## src/value_to_color_gradient_core_defines.svh

```systemverilog
// Assertion helpers shared by the gradient core modules.
// Each expects clk and rst_n in scope.
`ifndef VALUE_TO_COLOR_GRADIENT_CORE_DEFINES_SVH
`define VALUE_TO_COLOR_GRADIENT_CORE_DEFINES_SVH

// cond must never hold out of reset
`define VCG_ASSERT_NEVER(lbl, cond, msg) \
  lbl: assert property (@(posedge clk) disable iff (!rst_n) !(cond)) else $error(msg);

// cons must hold in the same cycle as ante
`define VCG_ASSERT_IMPL(lbl, ante, cons, msg) \
  lbl: assert property (@(posedge clk) disable iff (!rst_n) (ante) |-> (cons)) else $error(msg);

// cons must hold in the cycle after ante
`define VCG_ASSERT_NEXT(lbl, ante, cons, msg) \
  lbl: assert property (@(posedge clk) disable iff (!rst_n) (ante) |=> (cons)) else $error(msg);

`endif

```

## src/vcg_pkg.sv

```systemverilog
`default_nettype none

package vcg_pkg;

  localparam int VALUE_W    = 32;
  localparam int CH_W       = 8;
  localparam int NCH        = 4;
  localparam int COLOR_W    = NCH * CH_W;
  localparam int DIV_W      = VALUE_W + CH_W;
  localparam int Q_DEPTH    = 4;
  localparam int Q_PTR_W    = $clog2(Q_DEPTH);
  localparam int Q_CNT_W    = $clog2(Q_DEPTH + 1);
  localparam int CFG_IDX_W  = 2;
  localparam int CFG_DATA_W = 32;
  localparam int LANE_W     = $clog2(NCH);

  // configuration register indexes
  localparam logic [CFG_IDX_W-1:0] REG_LOWER_BOUND = 2'd0;
  localparam logic [CFG_IDX_W-1:0] REG_UPPER_BOUND = 2'd1;
  localparam logic [CFG_IDX_W-1:0] REG_LOWER_COLOR = 2'd2;
  localparam logic [CFG_IDX_W-1:0] REG_UPPER_COLOR = 2'd3;

  // lane order of the back end
  localparam logic [LANE_W-1:0] LANE_RED   = 2'd0;
  localparam logic [LANE_W-1:0] LANE_GREEN = 2'd1;
  localparam logic [LANE_W-1:0] LANE_BLUE  = 2'd2;
  localparam logic [LANE_W-1:0] LANE_ALPHA = 2'd3;

  typedef struct packed {
    logic [VALUE_W-1:0] num;
    logic [VALUE_W-1:0] den;
  } item_t;

  typedef struct packed {
    logic  vld;
    item_t item;
  } qwr_t;

  function automatic logic [CH_W-1:0] lane_byte(input logic [COLOR_W-1:0] color,
                                                input logic [LANE_W-1:0] lane);
    logic [CH_W-1:0] b;
    unique case (lane)
      LANE_RED:   b = color[23:16];
      LANE_GREEN: b = color[15:8];
      LANE_BLUE:  b = color[7:0];
      LANE_ALPHA: b = color[31:24];
      default:    b = color[31:24];
    endcase
    return b;
  endfunction

endpackage

`default_nettype wire

```

## src/vcg_front.sv

```systemverilog
`default_nettype none

module vcg_front (
  input  wire logic                          clk,
  input  wire logic                          rst_n,
  input  wire logic                          in_push,
  output logic                               in_full,
  input  wire logic signed [vcg_pkg::VALUE_W-1:0] in_sample_value,
  input  wire logic signed [vcg_pkg::VALUE_W-1:0] lower_bound,
  input  wire logic signed [vcg_pkg::VALUE_W-1:0] upper_bound,
  input  wire logic                          q_full,
  output vcg_pkg::qwr_t                      q_wr
);
  import vcg_pkg::*;

  logic                      fr_vld_r, fr_vld_nxt;
  logic signed [VALUE_W-1:0] fr_v_r, fr_v_nxt;
  logic signed [VALUE_W-1:0] fr_lo_r, fr_lo_nxt;
  logic signed [VALUE_W-1:0] fr_hi_r, fr_hi_nxt;
  logic                      fr_go;
  logic                      swap, below, above;
  logic signed [VALUE_W-1:0] lo_s, hi_s;
  logic [VALUE_W:0]          num_w, den_w;
  logic                      bounds_eq;

  // sort the bounds and clamp the sample, all compares in parallel
  always_comb begin
    swap     = upper_bound < lower_bound;
    lo_s     = swap ? upper_bound : lower_bound;
    hi_s     = swap ? lower_bound : upper_bound;
    below    = swap ? (in_sample_value < upper_bound) : (in_sample_value < lower_bound);
    above    = swap ? (in_sample_value > lower_bound) : (in_sample_value > upper_bound);
    fr_v_nxt = below ? lo_s : (above ? hi_s : in_sample_value);
    fr_lo_nxt = lo_s;
    fr_hi_nxt = hi_s;
  end

  // hold the stage while the queue refuses it
  assign fr_go      = !fr_vld_r || !q_full;
  assign in_full    = !fr_go;
  assign fr_vld_nxt = fr_go ? in_push : fr_vld_r;

  always_ff @(posedge clk) begin
    if (!rst_n) begin
      fr_vld_r <= 1'b0;
    end else begin
      fr_vld_r <= fr_vld_nxt;
    end
  end

  always_ff @(posedge clk) begin
    if (fr_go && in_push) begin
      fr_v_r  <= fr_v_nxt;
      fr_lo_r <= fr_lo_nxt;
      fr_hi_r <= fr_hi_nxt;
    end
  end

  // position as num/den; equal bounds give exactly one half
  always_comb begin
    bounds_eq = fr_hi_r == fr_lo_r;
    num_w     = {fr_v_r[VALUE_W-1], fr_v_r} - {fr_lo_r[VALUE_W-1], fr_lo_r};
    den_w     = {fr_hi_r[VALUE_W-1], fr_hi_r} - {fr_lo_r[VALUE_W-1], fr_lo_r};
    q_wr.vld  = fr_vld_r && !q_full;
    q_wr.item.num = bounds_eq ? VALUE_W'(1) : num_w[VALUE_W-1:0];
    q_wr.item.den = bounds_eq ? VALUE_W'(2) : den_w[VALUE_W-1:0];
  end

endmodule

`default_nettype wire

```

## config.mk

```make
export PLATFORM = sky130hd
export DESIGN_NAME = vcg_front
export DESIGN_NICKNAME = d
export VERILOG_FILES = /design/src/value_to_color_gradient_core_defines.svh /design/src/vcg_pkg.sv /design/src/vcg_front.sv
export SDC_FILE = /design/constraint.sdc
export NUM_CORES = 1
export LEC_CHECK = 0
export ABC_CLOCK_PERIOD_IN_PS = 6600
export BUFFER_PORTS_ARGS = -buffer_cell sky130_fd_sc_hd__buf_2
export CAP_MARGIN = 20
export CORE_MARGIN = 1
export CORE_UTILIZATION = 35
export CTS_CLUSTER_SIZE = 25
export DETAILED_ROUTE_END_ITERATION = 16
export PLACE_DENSITY_LB_ADDON = 0.2
export SYNTH_ARGS = -nofsm -noshare
export SYNTH_HDL_FRONTEND = slang
export SYNTH_SLANG_ARGS = --single-unit
```

## constraint.sdc

```tcl
create_clock -name clk -period 6.6 [get_ports clk]
set_input_delay 0.33 -clock clk [delete_from_list [all_inputs] [get_ports clk]]
set_output_delay 0.33 -clock clk [all_outputs]
set_load 0.02 [all_outputs]
```

### Word level (Yosys, flattened, before mapping)

Index checks and enable logic that the tools add are counted.

* word-level logic and storage cells: 26
* flip-flop bits (word level): 97

* eq/ne operators: 1
* muxes and demuxes: 8
* reduce and logical (&&, ||, !) cells: 6
* add/subtract/negate cells: 2
* order comparisons: 5

Operator list (count)
* 32-bit two-way mux: 6
* 32-bit < comparator: 3
* 32-bit > comparator: 2
* 32-bit subtractor: 2
* 32-bit equality test: 1
* 1-bit zero test: 3
* 1-bit logical AND: 2
* 1-bit two-way mux: 2
* 1-bit logical OR: 1

### Depth between registers and ports, before layout

* depth in word-level cells: 4
* depth in mapped cells: 14

### Worst setup path before layout

OpenSTA, ideal clock, no wires.

* kind: input to register
* from: in q_full
* to: reg fr_hi_r[0], enable pin
* buffers on the path: 0
* setup slack: 1225 ps
* library setup time: 561 ps
* arrival time: 4814 ps
* stages on the path: 2
* cell sequence: and2_1 nor2b_1

* longest elaborated chain between the ends: 3

RTL lines
* start: declaration: line vcg_front.sv:11 `input wire logic q_full,`
* 1-bit zero test: line vcg_front.sv:39 `assign fr_go = !fr_vld_r || !q_full;`
* 1-bit logical OR: line vcg_front.sv:39
* 1-bit logical AND: line vcg_front.sv:52 `if (fr_go && in_push) begin`
* end signal: assignment: line vcg_front.sv:55 `fr_hi_r <= fr_hi_nxt;`
* end: declaration: line vcg_front.sv:19 `logic signed [VALUE_W-1:0] fr_hi_r, fr_hi_nxt;`

Every way passes these cells.
A chain may end at the register's enable or synchronous reset.

==> results.json <==
{
  "cp-end-kind": "output port",
  "cts_resized": 0,
  "antenna_left": 0,
  "io_buffers": 165,
  "grt_pass1_wl_um": 48600,
  "ios": 166,
  "synth_cell_types": 65,
  "maxCapViolations": 0,
  "syn_to_final_growth_pct": 15.1,
  "cp.required_ns": 6.27,
  "gp_congestion": 0.925,
  "yosys.area.top_type": "edfxtp_1",
  "start_util_pct": 36.0,
  "finalCritPeriodShare_pct": 63.3,
  "layout_min_cycle_time_ns": 4.18,
  "async_flop_share_pct": 0,
  "cp_max_fo": 4,
  "ys_seq_elements": 97,
  "p_per_area_nw_per_um2": 293,
  "htree_levels": 3,
  "clock_skew_ns": 0.0117,
  "syn-num-nets": 1475,
  "grt_max_degree": 84,
  "avgSynthCellArea_um2": 8.28,
  "fp.dieW_um": 172,
  "rrSetupSlack_ns": 4.33,
  "yosysWarningCount": 0,
  "whs_ns": 0.176,
  "min_path_type": "input pin to register",
  "setup_violations": 0,
  "root_buffer": "clkbuf_16",
  "drt_pre_antenna_iters": 6,
  "worstPathArrival_ns": 3.85,
  "cts.sinks": 97,
  "worst_slew_pin_slew_ns": 1.05,
  "clkSlewWorstSetupHoldPaths_ns": 0.08,
  "fin_cells": 1747,
  "ys_top_cells_by_area": "edfxtp_1, ha_1, nand2_1",
  "die_area_um2": 29500,
  "peakVddDrop_mv": 0.134,
  "fillers": 2931,
  "synth_edf_count": 96,
  "maxSlewHeadroom_pct": 30.2,
  "grt_pass1_vias": 8581,
  "leakage_nw": 5.37,
  "grt_usage_pct": 21.7,
  "synthCells": 1216,
  "ys.flop_type": "edfxtp_1",
  "cts_tree": "yes",
  "drt-total-wl_um": 31700,
  "fin_tns_setup_ns": 0,
  "drt_iter0_drc": 691,
  "grt-ovfl-total": 0,
  "status": "finished, final reports clean",
  "core_area_um2": 28000,
  "num_antenna_cells": 0,
  "holdBufCountCts": 0,
  "synth_seq_area_share_pct": 28.8,
  "worstSetupStartpointType": "register",
  "die_h_um": 172,
  "most-common-layout-cells": "buf_2, ha_1, nand2_1, nor2_1, inv_1",
  "nets": 1623,
  "path_class": "register to output port",
  "syn-cell-area_um2": 10100,
  "antenna_found_initial": 0,
  "drive_gt1_share_pct": 15.7,
  "hold_violations": 0,
  "drc_errors": 0,
  "postCtsSetupBuffers": 0,
  "cts_buffers": 9,
  "final_max_slew_viol_count": 0,
  "hpwl_um": 26500,
  "synth_top_area_share_pct": 28.6,
  "layout_commonest_cell": "buf_2",
  "clk_latency_ns": 0.35,
  "dp_cells": 1731,
  "rsz0062_at_grt": "no",
  "num_rows": 61,
  "fmax_mhz": 239,
  "vias": 9296,
  "post_drt_wl_per_cell_um": 18.2,
  "viasPerCell": 5.32,
  "cts_max_path_buffers": 2
}
[registers in the layout, indices dropped and copies added, names as in the netlist]
name / count
fr_vld_r: 1
fr_v_r: 32
fr_lo_r: 32
fr_hi_r: 32
[routing by layer]
layer | vias to the layer above | wire length, um | GRT usage (%)
met5 | - | 0 | 0
met1 | 4242 | 16300 | 33.8
met4 | 0 | 413 | 4.54
li1 | 4711 | - | -
met2 | 322 | 13100 | 32.0
met3 | 21 | 1940 | 1.93
[critical path, cell delays in order (launching register included)]
cell	delay, ns
edfxtp_1	0.44
inv_1	0.09
ha_1	0.31
nor2b_4	0.13
o31a_1	0.30
o41ai_2	0.51
a21oi_2	0.15
nor4b_4	0.38
o31ai_4	0.15
a21oi_2	0.15
o21ai_1	0.08
a211oi_2	0.25
mux2_1	0.38
buf_2	0.18
[final timing paths]
| path | to | from | cells past startpoint |
|---|---|---|---|
| max | q_wr[31] | fr_lo_r[1] | 13 |
| min | fr_vld_r | rst_n | 2 |
| max reg2reg | fr_hi_r[20] | fr_vld_r | 3 |
| min reg2reg | fr_vld_r | fr_vld_r | 2 |
[through the flow]
step	setup slack, ns	total power, mW	area (um2)	utilization [%]
after CTS	2.36	3.40	11600	41.4
after global routing	2.14	3.65	11600	41.4
after detailed placement	2.44	2.87	11300	40.3
after global placement	2.53	2.86	11300	40.3
after floorplan	1.23	2.25	10100	-
final	2.42	3.39	11600	41.4
[area by class of cell]
type,instances,area (um2),share of cell area [%]
Clock buffer,9,225,1.94
Inverter,111,417,3.59
Sequential cell,97,2900,25.0
Multi-Input combinational cell,969,6600,56.9
Clock inverter,7,70.1,0.604
Timing Repair Buffer,176,908,7.84
Tap cell,378,473,4.08
[where the power goes]
part / internal, mW / switching [mW] / total (mW) / leakage [nW]
clock: 0.268 / 0.264 / 0.532 / 0.147
combinational: 0.712 / 1.29 / 2.00 / 4.27
sequential: 0.812 / 0.0454 / 0.857 / 0.948
[cell families after synthesis]
| family | Yosys count | share of synthesized area (%) |
|---|---|---|
| compound gates | 355 | 22.7 |
| xor+xnor | 50 | 4.35 |
| fa+ha+maj | 159 | 19.9 |
| buf+inv | 150 | 5.84 |
| flops | 97 | 28.8 |
| mux | 5 | 0.534 |
| simple gates | 400 | 17.9 |
[synth_stat cells, types with 3 or more instances]
master and count:
clkbuf_1 21, o211ai_1 8, nor3_1 17, o22ai_1 31, a221oi_1 4, nor2_1 123
and3_1 6, edfxtp_1 96, buf_4 3, o31a_1 3, o21ai_0 103, nand2_1 153
a21oi_2 3, nand2b_1 12, and4_1 3, and2_1 3, nand4_1 27, o41ai_1 4
a31oi_1 6, a21oi_1 81, nand3b_1 3, xnor2_1 25, a21o_1 28, o21ai_1 3
xor2_1 25, nor2b_1 9, buf_2 11, buf_1 4, nand3_1 29, a211oi_1 8
ha_1 157, o31ai_1 34, nor4_1 4, o21bai_1 7, o21a_1 10, inv_1 111
(Power assumes the default switching activity.)
