===== config.mk =====
export PLATFORM = sky130hd
export DESIGN_NAME = vcg_queue
export DESIGN_NICKNAME = d
export VERILOG_FILES = /design/src/vcg_pkg.sv /design/src/vcg_queue.sv
export VERILOG_INCLUDE_DIRS = /design/src /design/src/src
export SDC_FILE = /design/constraint.sdc
export NUM_CORES = 1
export LEC_CHECK = 0
export BUFFER_PORTS_ARGS = -buffer_cell sky130_fd_sc_hd__buf_2
export CELL_PAD_IN_SITES_DETAIL_PLACEMENT = 2
export CELL_PAD_IN_SITES_GLOBAL_PLACEMENT = 2
export CORE_UTILIZATION = 45
export DETAILED_ROUTE_END_ITERATION = 7
export GPL_ROUTABILITY_DRIVEN = 0
export PLACE_DENSITY_LB_ADDON = 0.25
export SLEW_MARGIN = 20
export SYNTH_ARGS = -nofsm -noshare
export SYNTH_HDL_FRONTEND = slang
export SYNTH_SLANG_ARGS = --single-unit

===== constraint.sdc =====
create_clock -name clk -period 3.2 [get_ports clk]
set_clock_uncertainty 0.15 [all_clocks]
set_input_delay 0.64 -clock clk [delete_from_list [all_inputs] [get_ports clk]]
set_output_delay 0.64 -clock clk [all_outputs]
set_load 0.005 [all_outputs]

===== src/value_to_color_gradient_core_defines.svh =====
// Assertion helpers shared by the gradient core modules.
// Each expects clk and rst_n in scope.
`ifndef VALUE_TO_COLOR_GRADIENT_CORE_DEFINES_SVH
`define VALUE_TO_COLOR_GRADIENT_CORE_DEFINES_SVH

// cond must never hold out of reset
`define VCG_ASSERT_NEVER(lbl, cond, msg) \
  lbl: assert property (@(posedge clk) disable iff (!rst_n) !(cond)) else $error(msg);

// cons must hold in the same cycle as ante
`define VCG_ASSERT_IMPL(lbl, ante, cons, msg) \
  lbl: assert property (@(posedge clk) disable iff (!rst_n) (ante) |-> (cons)) else $error(msg);

// cons must hold in the cycle after ante
`define VCG_ASSERT_NEXT(lbl, ante, cons, msg) \
  lbl: assert property (@(posedge clk) disable iff (!rst_n) (ante) |=> (cons)) else $error(msg);

`endif


===== src/vcg_pkg.sv =====
`default_nettype none

package vcg_pkg;

  localparam int VALUE_W    = 32;
  localparam int CH_W       = 8;
  localparam int NCH        = 4;
  localparam int COLOR_W    = NCH * CH_W;
  localparam int DIV_W      = VALUE_W + CH_W;
  localparam int Q_DEPTH    = 4;
  localparam int Q_PTR_W    = $clog2(Q_DEPTH);
  localparam int Q_CNT_W    = $clog2(Q_DEPTH + 1);
  localparam int CFG_IDX_W  = 2;
  localparam int CFG_DATA_W = 32;
  localparam int LANE_W     = $clog2(NCH);

  // configuration register indexes
  localparam logic [CFG_IDX_W-1:0] REG_LOWER_BOUND = 2'd0;
  localparam logic [CFG_IDX_W-1:0] REG_UPPER_BOUND = 2'd1;
  localparam logic [CFG_IDX_W-1:0] REG_LOWER_COLOR = 2'd2;
  localparam logic [CFG_IDX_W-1:0] REG_UPPER_COLOR = 2'd3;

  // lane order of the back end
  localparam logic [LANE_W-1:0] LANE_RED   = 2'd0;
  localparam logic [LANE_W-1:0] LANE_GREEN = 2'd1;
  localparam logic [LANE_W-1:0] LANE_BLUE  = 2'd2;
  localparam logic [LANE_W-1:0] LANE_ALPHA = 2'd3;

  typedef struct packed {
    logic [VALUE_W-1:0] num;
    logic [VALUE_W-1:0] den;
  } item_t;

  typedef struct packed {
    logic  vld;
    item_t item;
  } qwr_t;

  function automatic logic [CH_W-1:0] lane_byte(input logic [COLOR_W-1:0] color,
                                                input logic [LANE_W-1:0] lane);
    logic [CH_W-1:0] b;
    unique case (lane)
      LANE_RED:   b = color[23:16];
      LANE_GREEN: b = color[15:8];
      LANE_BLUE:  b = color[7:0];
      LANE_ALPHA: b = color[31:24];
      default:    b = color[31:24];
    endcase
    return b;
  endfunction

endpackage

`default_nettype wire


===== src/vcg_queue.sv =====
`default_nettype none

module vcg_queue (
  input  wire logic           clk,
  input  wire logic           rst_n,
  input  wire vcg_pkg::qwr_t  wr,
  output logic                full,
  input  wire logic           rd,
  output logic                empty,
  output vcg_pkg::item_t      rd_item
);
  import vcg_pkg::*;

  `include "value_to_color_gradient_core_defines.svh"

  item_t                mem_r [Q_DEPTH];
  logic [Q_PTR_W-1:0]   wp_r, wp_nxt;
  logic [Q_PTR_W-1:0]   rp_r, rp_nxt;
  logic [Q_CNT_W-1:0]   cnt_r, cnt_nxt;

  assign full    = cnt_r == Q_CNT_W'(Q_DEPTH);
  assign empty   = cnt_r == '0;
  assign rd_item = mem_r[rp_r];

  always_comb begin
    wp_nxt  = wr.vld ? wp_r + 1'b1 : wp_r;
    rp_nxt  = rd ? rp_r + 1'b1 : rp_r;
    cnt_nxt = cnt_r;
    if (wr.vld && !rd) begin
      cnt_nxt = cnt_r + 1'b1;
    end else if (rd && !wr.vld) begin
      cnt_nxt = cnt_r - 1'b1;
    end
  end

  always_ff @(posedge clk) begin
    if (!rst_n) begin
      wp_r  <= '0;
      rp_r  <= '0;
      cnt_r <= '0;
    end else begin
      wp_r  <= wp_nxt;
      rp_r  <= rp_nxt;
      cnt_r <= cnt_nxt;
    end
  end

  always_ff @(posedge clk) begin
    if (wr.vld) begin
      mem_r[wp_r] <= wr.item;
    end
  end

  `VCG_ASSERT_NEVER(a_q_no_overflow, wr.vld && full, "write into full queue")
  `VCG_ASSERT_NEVER(a_q_no_underflow, rd && empty, "read from empty queue")
  `VCG_ASSERT_NEXT(a_q_count_up, wr.vld && !rd, cnt_r == Q_CNT_W'($past(cnt_r) + 1'b1), "count did not advance")

endmodule

`default_nettype wire


* Word level (Yosys, flattened, before mapping)
Memory sizes are Yosys's and may differ from the RTL's. A register that Yosys moved wholly into a read port is not among the register bits.
Index checks and enable logic that the tools add are counted.
** Word-level totals
- Flip-flop bits (word level) :: 7
- Bits in writable memories :: 256
- Input bits :: 68
- Output and inout bits :: 66
- Logic and storage cells :: 21
- Memories kept :: 1
** Memory list
- mem_r :: depth 4, bits a word 64, read ports 1, clocked after memory_dff 1, write ports 1, RTL line vcg_queue.sv:16 : item_t mem_r [Q_DEPTH];
** Cells by class
- $add $sub $neg :: 4
- Eq/ne operators :: 1
- Mux-type cells :: 6
- Reductions and logical operators :: 6
** Operator list (count)
- 3-bit two-way mux :: 2
- 2-bit by 1-bit adder with 2-bit output (second input constant) :: 2
- 2-bit two-way mux :: 2
- 3-bit by 1-bit adder with 3-bit output (second input constant) :: 1
- 3-bit equality test (second input constant) :: 1
- 3-bit zero test :: 1
- 3-bit by 1-bit subtractor with 3-bit output (second input constant) :: 1
- 1-bit logical AND :: 2
- 1-bit zero test :: 2
- 1-bit two-way mux :: 2
- 2-bit nonzero test :: 1

* Longest topological paths before layout
Gate-level depths: netlist of run 1.
- Depth after elaboration :: 4
- Depth in mapped cells :: 7
- Depth with buffers taken out :: 7

* Worst setup path before layout of run 1
OpenSTA, ideal clock, no wires.
- Path type :: input -> register
- Start :: in wr[64] (netlist name)
- End :: mem mem_r[0][0] (netlist name), enable pin
- Library setup time :: 0.429 ns
- Arrival time :: 2.147 ns
- Data required time :: 2.621 ns
- Setup slack :: 0.475 ns
- Stages :: 1
- Path buffers :: 0
- Path through :: and2_1
** Between the ends
- Word-level cells in the longest chain between the ends :: 2
** Ends and longest elaborated chain
- start, declared :: RTL line vcg_queue.sv:6 : input wire vcg_pkg::qwr_t wr,
- 1-bit two-way mux :: RTL line vcg_queue.sv:49 : if (wr.vld) begin
- 1-bit two-way mux (not written as such) :: RTL line vcg_queue.sv:50 : mem_r[wp_r] <= wr.item;
- end, declared :: RTL line vcg_queue.sv:16
Every way passes these cells.

==> results.md, run 1 <==
* IO Port Bufs at 133
* CTS root buf: clkbuf_16
* P_leak at 3.978 nW
* Maxcap violations at 0
* Vias per cell at 5.499
* Post-route ant nets at 0
* DRC violations left at 0
* Clock Pin Slew Worst Setup and Hold Paths at 0.06 ns
* Fin nets at 608
* Final HPWL DP at 14380 um
* Cts bufs inserted at 28
* Global Route Usage Sum at 21.94%
* Synthesized flop and latch total at 265
* Most frequent cells in the layout: 256 x edfxtp_1, 133 x buf_2, 60 x mux4_2, 29 x clkbuf_16, 10 x clkinv_1
* Grt ovf at 0
* Num ports at 134
* Final hold vios at 0
* Starting density of the core at 46.12%
* Post_cts resized at 0
* Initial antenna violation count at 4
* Hold Crit Class: in2reg
* Mapped cell area at 9756 um^2
* Die span in y at 149.2 um
* # rows at 53
* Setup WS pre-CTS at 0.7205 ns
* P&R area growth vs syn at 20.12%
* DR vias at 4575
* Fmax achieved at 332.8 MHz
* WP data required at 2.41 ns
* Largest net degree at the start of global routing at 38
* Sequential share of the synthesized area at 80.65%
* Top-area cell type share of the netlist area at 78.80%
* Post-CTS Setup Bufs at 0
* Vias in the first global route at 4979
* Fin worst setup slack at 0.1956 ns
* Slew Viols, Final at 0
* Dpl cell area at 10760 um^2
* Net switching power at 1.772 mW
* Startpoint Class: flip-flop
* Switching share of power at 21.75%
* Clock sink total at 265
* Combinational Power Share at 8.6%
* Number of detailed-routing iterations run before antenna repair at 4
* Post-synth cell types at 22
* Worst vdd rail ir drop at 0.0004641 V
* Rel. slew slack at 66.45%
* CTS Hold Bufs at 0
* Avg Cell Area, Syn at 25.88 um^2
* First-pass GRT wire length at 34290 um
* Clk buf depth at 3
* Die width at 149.2 um
* RSZ-0062 raised after global routing: no
* Routed WL per cell at 28.35 um
* CTS tree: done
* Setup violators final at 0
* Cell accounting for the most synthesized area: edfxtp_1
* Commonest non-fill, non-tap cell in the layout: edfxtp_1
* Cell Pwr Density at 695.2 nW/um^2
* Final WL at 23590 um
* Status: complete, no violations
* Tightest Pin Transition at 0.5033 ns
* Clock period minus final worst setup slack at 3.004 ns
* Cells after synthesis at 377
* Clock power frac at 41.3%
* CP Capture Type: output pin
* Setup TNS Final at 0 ns
* Share of cells above drive strength 1 at 44.24%
* Synth warn at 0
* Synth top area cells: edfxtp_1 79%, mux4_2 14%, dfxtp_1 1.8%, buf_12 1.2%, mux4_1 1.1%
* CP Max Fanout at 21
* H-tree Lvls at 1
* Die Area at 22270 um^2
* Post-synthesis net count at 451
* CP arrival at 2.21 ns
* Tcrit/Tclk final at 93.89%
* Initial drt markers at 263
* Crit path kind: reg2out
* Internal power at 6.375 mW
* Sequential share of power at 50.1%
* Final instance area at 11720 um^2
* Core Region at 21150 um^2
* Clk_lat worst skew at 0.54 ns
-- synthesized netlist by cell type --
library cell,n
buf_12,6
clkbuf_2,1
o21ai_0,1
dfxtp_1,9
inv_1,4
and2_1,9
a21boi_0,1
nand2_1,1
ha_1,5
nor3b_1,1
xnor2_1,2
fa_1,1
or3_1,1
edfxtp_1,256
xor2_1,3
nor2b_1,2
buf_2,6
mux4_2,60
mux4_1,4
mux2i_1,2
nor3_1,1
buf_6,1
-- cell families (layout without fill, tap and decap cells) --
| group | after synthesis | in the layout | share of synthesized area [%] |
|---|---|---|---|
| compound gates | 2 | 2 | 0.1282 |
| xor+xnor | 5 | 5 | 0.4490 |
| fa+ha+maj | 6 | 6 | 0.8465 |
| buf+inv | 18 | 197 | 1.860 |
| flops | 265 | 265 | 80.65 |
| mux | 66 | 66 | 15.13 |
| other cells | 0 | 1 | 0 |
| simple gates | 15 | 15 | 0.9362 |
-- stage by stage --
stage	util [%]	total power [mW]	hold slack, ns	cells
after global routing	55.39	8.398	0.1515	831
final	55.40	8.146	0.1631	832
after floorplan	-	4.508	0.3224	377
after detailed placement	50.88	4.855	0.3824	779
after global placement	50.88	4.786	0.3344	779
after CTS	55.39	8.260	0.1425	831
-- routing by layer --
layer | up-vias | routed length [um] | track usage (%)
met2 | 165 | 12050 | 36.98
met3 | 39 | 1249 | 4.067
met1 | 2436 | 9732 | 29.35
met4 | 2 | 547 | 6.071
li1 | 1933 | - | -
met5 | - | 12 | 0
-- worst max-delay path: stages, from the launching register on --
cell and delay (ns):
dfxtp_4 0.65, buf_4 0.32, mux4_2 0.54, buf_2 0.15
-- state kept, by name, indices dropped and copies added, names as in the netlist, named ones only --
name / count
cnt_r: 3
mem_r: 256
rp_r: 2
wp_r: 2
-- worst paths after layout --
check	startpoint	end	slack, ns	cells after the start
max	flip-flop	rd_item[56]	0.20	3
min	wr[62]	mem_r[3][62]$_DFFE_PP_	0.16	1
max reg2reg	wp_r[0]$_SDFFE_PN0P_	mem_r[0][52]$_DFFE_PP_	1.21	4
min reg2reg	cnt_r[2]$_SDFFE_PN0P_	cnt_r[2]$_SDFFE_PN0P_	0.39	2
-- power by group through the flow --
stage / Sequential [mW] / Combinational, mW / Clock, mW
floorplan: 4.09 / 0.415 / 0
global placement: 4.12 / 0.666 / 0
detailed placement: 4.15 / 0.707 / 0
CTS: 4.08 / 0.718 / 3.46
global route: 4.09 / 0.755 / 3.55
finish: 4.08 / 0.700 / 3.37
-- final cells by class --
cell class	count	area (um^2)
multi-input cells	94	1717
fillers	1769	9435
clock buffers	32	737.0
diodes	1	2.502
well taps	275	344.1
flip-flops and latches	265	7875
inverters	4	15.01
repair buffers	141	813.3
clock inverters	20	215.2
Power figures use the tool's default switching activity.
==> run 2: changes to the inputs <==
--- a/config.mk
+++ b/config.mk
@@ -13,6 +13,7 @@
 export DETAILED_ROUTE_END_ITERATION = 7
 export GPL_ROUTABILITY_DRIVEN = 0
 export PLACE_DENSITY_LB_ADDON = 0.25
+export RECOVER_POWER = 25
 export SLEW_MARGIN = 20
 export SYNTH_ARGS = -nofsm -noshare
 export SYNTH_HDL_FRONTEND = slang
==> results.md, run 2 (same netlist as run 1, synthesis figures left out) <==
* Vias per cell at 5.457
* Starting density of the core at 46.12%
* Worst vdd rail ir drop at 0.0004636 V
* Die Area at 22270 um^2
* Rel. slew slack at 66.36%
* Final instance area at 11670 um^2
* # rows at 53
* Cell Pwr Density at 697.7 nW/um^2
* CP arrival at 2.21 ns
* Status: complete, no violations
* CP peak stage delay at 0.65 ns
* Crit path kind: reg2out
* Clock period minus final worst setup slack at 3.002 ns
* Fmax achieved at 333.1 MHz
* IO Port Bufs at 133
* RSZ-0062 raised after global routing: no
* Crit-path slowest cell: dfxtp_4
* WP data required at 2.41 ns
* P_leak at 3.871 nW
* Post-route ant nets at 0
* Setup WS pre-CTS at 0.7205 ns
* CTS Hold Bufs at 0
* Most frequent cells in the layout: 256 x edfxtp_1, 94 x buf_2, 60 x mux4_2, 42 x clkbuf_1, 29 x clkbuf_16
* H-tree Lvls at 1
* First-pass GRT wire length at 34290 um
* Clk buf depth at 3
* Number of detailed-routing iterations run before antenna repair at 4
* DR vias at 4540
* P&R area growth vs syn at 19.62%
* Hold Crit Class: in2reg
* Tightest Pin Transition at 0.5046 ns
* Initial drt markers at 245
* Maxcap violations at 0
* Setup violators final at 0
* CTS root buf: clkbuf_16
* CP Capture Type: output pin
* Final hold vios at 0
* Fin worst setup slack at 0.1976 ns
* CP Max Fanout at 21
* Num ports at 134
* Die span in y at 149.2 um
* Startpoint Class: flip-flop
* Cell Chain, Critical Path: buf_4 > mux4_2 > buf_2
* Post_cts resized at 0
* Slew Viols, Final at 0
* Tcrit/Tclk final at 93.82%
* Cts bufs inserted at 28
* Setup TNS Final at 0 ns
* Die width at 149.2 um
* Final HPWL DP at 14380 um
* Initial antenna violation count at 4
* Vias in the first global route at 4979
* Core Util, Final at 55.17%
* Clock Pin Slew Worst Setup and Hold Paths at 0.06 ns
* CTS tree: done
* Commonest non-fill, non-tap cell in the layout: edfxtp_1
* Max reg flops at 256
* Clock sink total at 265
* Routed WL per cell at 28.31 um
* Post-CTS Setup Bufs at 0
* Fin Hold WS at 0.1825 ns
* Dpl cell area at 10760 um^2
* Grt ovf at 0
* Largest registers: mem_r (256), cnt_r (3)
* Core Region at 21150 um^2
* DRC violations left at 0
* Global Route Usage Sum at 21.94%
* Top reg by flops: mem_r
* Share of cells above drive strength 1 at 37.23%
* Final WL at 23560 um
* Largest net degree at the start of global routing at 38
* Fin nets at 608
* Clk_lat worst skew at 0.54 ns
-- run 2: worst paths after layout --
path                          from                endpoint  slack, ns  depth (start not counted)
max                      flip-flop             rd_item[56]       0.20                          3
min                         wr[60]  mem_r[1][60]$_DFFE_PP_       0.18                          1
max reg2reg   wp_r[0]$_SDFFE_PN0P_  mem_r[0][52]$_DFFE_PP_       1.21                          4
min reg2reg  cnt_r[2]$_SDFFE_PN0P_   cnt_r[2]$_SDFFE_PN0P_       0.39                          2
-- run 2: layer usage --
metal | vias up | wire length [um] | GRT usage (%)
met5 | - | 12 | 0
met4 | 2 | 557 | 6.071
met3 | 41 | 1599 | 4.067
met2 | 169 | 12000 | 36.98
met1 | 2393 | 9381 | 29.35
li1 | 1935 | - | -
-- run 2: area by class of cell --
| type | count | area, um^2 |
|---|---|---|
| Inverter | 4 | 15.01 |
| Sequential cell | 265 | 7875 |
| Fill cell | 1785 | 9484 |
| Multi-Input combinational cell | 94 | 1717 |
| Tap cell | 275 | 344.1 |
| Antenna cell | 1 | 2.502 |
| Clock inverter | 20 | 215.2 |
| Clock buffer | 32 | 737.0 |
| Timing Repair Buffer | 141 | 764.5 |
-- run 2: through the flow --
step / std cells / power (mW)
finish: 832 / 8.143
detailed placement: 779 / 4.855
floorplan: 377 / 4.508
global placement: 779 / 4.786
global route: 831 / 8.391
CTS: 831 / 8.260
-- run 2: critical path, delay by kind of cell (launching register included) --
| kind | cells | cell delay (ns) |
|---|---|---|
| buf+inv | 2 | 0.47 |
| flops | 1 | 0.65 |
| mux | 1 | 0.54 |
-- run 2: power breakdown --
part	internal, mW	switching [mW]
combinational	0.342	0.352
clock	2.04	1.33
sequential	3.99	0.0927
